**config.mk**
```make
export PLATFORM = sky130hd
export DESIGN_NAME = nseu_ram
export DESIGN_NICKNAME = d
export VERILOG_FILES = /design/src/sv/nseu_ram.sv
export SDC_FILE = /design/constraint.sdc
export NUM_CORES = 2
export LEC_CHECK = 0
export ABC_AREA = 0
export BUFFER_PORTS_ARGS = -buffer_cell sky130_fd_sc_hd__buf_4
export CAP_MARGIN = 20
export CORE_ASPECT_RATIO = 0.5
export CORE_UTILIZATION = 55
export DETAILED_ROUTE_END_ITERATION = 16
export PLACE_DENSITY = 0.74
export SKIP_CTS_REPAIR_TIMING = 1
export SLEW_MARGIN = 10
export SYNTH_ARGS = -nofsm -noshare
export SYNTH_HDL_FRONTEND = slang
export SYNTH_SLANG_ARGS = --single-unit
```
**constraint.sdc**
```tcl
create_clock -name clk -period 3.3 [get_ports clk]
set_input_delay 0.33 -clock clk [delete_from_list [all_inputs] [get_ports clk]]
set_output_delay 0.33 -clock clk [all_outputs]
set_load 0.03 [all_outputs]
```
**src/sv/nseu_ram.sv**
```systemverilog
module nseu_ram #(
  parameter int WIDTH = 32,
  parameter int DEPTH = 64,
  localparam int AW = (DEPTH > 1) ? $clog2(DEPTH) : 1
) (
  input  logic             clk,
  input  logic             we,
  input  logic [AW-1:0]    waddr,
  input  logic [WIDTH-1:0] wdata,
  input  logic [AW-1:0]    raddr,
  output logic [WIDTH-1:0] rdata
);

  logic [WIDTH-1:0] mem_r [DEPTH];
  logic [WIDTH-1:0] rdata_r;

  // one write port, registered read port
  always_ff @(posedge clk) begin
    if (we) begin
      mem_r[waddr] <= wdata;
    end
    rdata_r <= mem_r[raddr];
  end

  assign rdata = rdata_r;

endmodule

```
==> results.yml <==
logic_synthesis:
  synth-edff-count: 2048
  async_reset_ff_frac: 0
  synth_mux_area_frac: 0.168
  yosys_warnings: 0
  syn_area_um2: 78500
  synth_top_area_share: 0.783
  synth_top_family_by_area: "multiplexers"
  yosysSeqAreaShare: 0.791
  synth_fa_ha_area_frac: 0
  avgSynthCellArea_um2: 23.6
  synth_top_cells_by_area: "edfxtp_1 78%, mux4_2 16%, mux2i_1 1.2%"
  yosys.area.top_type: "edfxtp_1"
  synthDistinctLibCells: 34
  synth-xor-area-share: 0
  syn_inst: 3324
  synth_fp_nets: 3370
  synth-seq-cells: 2080
  synth_ff_type: "edfxtp_1"
  synth_compound_area_frac: 0.0167
  yosys.area_share.simple: 0.0127
grt:
  grt_pass1_vias: 38755
  overflow: 0
  grt_use_total: 0.290
  grt_max_degree: 69
  grt_first_pass_wirelength_um: 290000
  antenna_found_initial: 11
pwr:
  power_frac_comb: 0.057
  p_int_mw: 41.5
  leakage_nw: 27.7
  powerDensity_nw_per_um2: 594
  p_sw_mw: 11.4
  p_clk_frac: 0.388
  p_seq_frac: 0.555
  switching_share: 0.215
  peakVddDrop_v: 0.000397
clock_tree:
  clock_latency_ns: 0.81
  cts_tree: "done"
  clk_pin_slew_worst_paths_ns: 0.07
  htree_levels: 4
  clockBufferDepth: 3
  cts_root_buf: "clkbuf_16"
  cts_made_buffers: 174
  cts.sinks: 2080
critical_path:
  r2r_end: "rdata[15]"
  cp_max_fo: 56
  arrival_ns: 3.04
  worstSetupStartpoint: "raddr[1]"
  crit_slowest_cell: "o32ai_1"
  crit_end: "rdata[4]"
  crit_required_ns: 3.92
  startpoint_type: "primary input"
  path_cells: "buf_8, buf_4, buf_4, and2_1, a22oi_1, and3_1, o32ai_1, nor3_1"
  r2r-start: "mem_r[28][15]"
  r2r_cells: 4
  cp_slowest_stage_delay_ns: 0.56
  reg2reg_setup_slack_ns: 0.98
  cp-end-kind: "flip-flop"
  critical_path_class: "primary input to flip-flop"
  cp_common_cell: "buf_4"
timing:
  finalMaxSlewViolations: 0
  rsz0062_at_grt: "no"
  relSlewSlack: 0.287
  hold_viol: 0
  fmax_ghz: 0.413
  skew_ns: 0.0375
  fin_crit_sh: 0.734
  setup_tns_ns: 0
  period_minus_slack_ns: 2.42
  setup_viol: 0
  tightest_slew_ns: 1.07
routing:
  finalWirelength_um: 206000
  drtAntennaViolNets: 0
  dr.pass1.iters: 6
  drc: 0
  detail_route.wl_per_cell_um: 36.6
  vias: 38738
  drt_iter0_drc: 6245
  vias_per_cell: 6.88
finish:
  nets: 3649
  drive_gt1_frac: 0.305
  diodes: 0
  finalNonFillerCells: 5627
  syn2layout_area_growth_pct: 13.4
  final_common_cell: "edfxtp_1"
  layout_common_cells: "2048 x edfxtp_1, 544 x mux4_2, 219 x buf_4"
die:
  die_h_um: 269
  fp.dieW_um: 536
  die_area_um2: 144000
  start_util: 0.558
  io_pins: 78
  core_area_um2: 141000
  fp-row-count: 97
placed_design:
  numPlacedInstances: 5307
  gp_congestion: 0.849
  dp_hpwl_um: 112000
  port_buffers: 77
hold_path:
  hold_class: "primary input to flip-flop"
status:
  status: "finished, final reports clean"
run:
  cap_violations: 0
==> power by group through the flow <==
| stage | Combinational [mW] | Sequential, mW | Clock, mW |
|---|---|---|---|
| floorplan | 1.42 | 30.0 | 0 |
| global placement | 2.87 | 29.9 | 0 |
| detailed placement | 2.94 | 29.9 | 0 |
| CTS | 2.97 | 29.4 | 20.6 |
| global route | 3.12 | 29.4 | 21.7 |
| finish | 3.01 | 29.4 | 20.5 |
==> state kept, by name (all words and copies together), names as in the netlist <==
register / cells
mem_r: 2048
rdata: 32
==> worst min-delay path by stage <==
stage                     startpoint           to  slack [ns]  cells after the start
final                       raddr[4]    rdata[30]       0.009                      3
after global routing        raddr[4]    rdata[30]       0.006                      3
after CTS                   raddr[4]    rdata[30]       -0.05                      3
after detailed placement    rdata[6]     rdata[6]        0.76                      1
after global placement     rdata[15]    rdata[15]        0.77                      1
after floorplan             wdata[0]  mem_r[0][0]        0.43                      0
==> layer usage <==
metal	share of wire	wire length, µm	global-route usage
met5	0.00029	59	0
met2	0.46	95400	0.439
met3	0.15	31700	0.0872
met4	0.028	5740	0.0853
met1	0.35	73100	0.413
==> stage by stage <==
| stage | hold slack, ns | power, mW | setup slack, ns | utilization | area, µm² |
|---|---|---|---|---|---|
| floorplan | 0.429 | 31.4 | 0.318 | - | 78500 |
| global placement | 0.766 | 32.8 | 0.158 | 0.593 | 83400 |
| detailed placement | 0.764 | 32.9 | 0.0755 | 0.593 | 83400 |
| CTS | -0.0464 | 53.0 | 0.983 | 0.632 | 89000 |
| global route | 0.00617 | 54.1 | 0.863 | 0.632 | 89000 |
| finish | 0.00865 | 52.9 | 0.876 | 0.632 | 89000 |
==> layout make-up <==
class | count | area, µm²
Clock buffer | 246 | 4900
Clock inverter | 73 | 709
Fill cell | 8758 | 51700
Multi-Input combinational cell | 1062 | 16000
Sequential cell | 2080 | 62100
Tap cell | 1881 | 2350
Timing Repair Buffer | 285 | 2950
==> worst max-delay path, delay by kind of cell <==
family,cells,cell delay (ns)
AOI/OAI and AO/OA,2,0.71
buffers and inverters,3,1.01
and+or+nand+nor,3,0.86
==> Yosys cell counts, types with 4 or more instances <==
| cell | n |
|---|---|
| buf_4 | 25 |
| edfxtp_1 | 2048 |
| mux4_2 | 544 |
| buf_2 | 57 |
| and3_1 | 4 |
| nand2_1 | 26 |
| dfxtp_1 | 32 |
| mux2i_1 | 93 |
| nor2_1 | 137 |
| nand3_1 | 5 |
| buf_1 | 21 |
| a311oi_1 | 8 |
| o32ai_1 | 4 |
| a22oi_1 | 12 |
| o221ai_1 | 27 |
| clkbuf_1 | 74 |
| nor3_1 | 7 |
| nand3b_1 | 5 |
| o22ai_1 | 84 |
| nor2b_1 | 15 |
| a41o_1 | 4 |
| a21oi_1 | 62 |
| buf_6 | 5 |
| nand2b_1 | 8 |
==> cells by family (layout without fill, tap and decap cells) <==
group / after synthesis / after routing
buf+inv: 182 / 604
flops: 2080 / 2080
simple gates: 223 / 223
mux: 637 / 637
compound gates: 202 / 202
(Power assumes the default switching activity.)
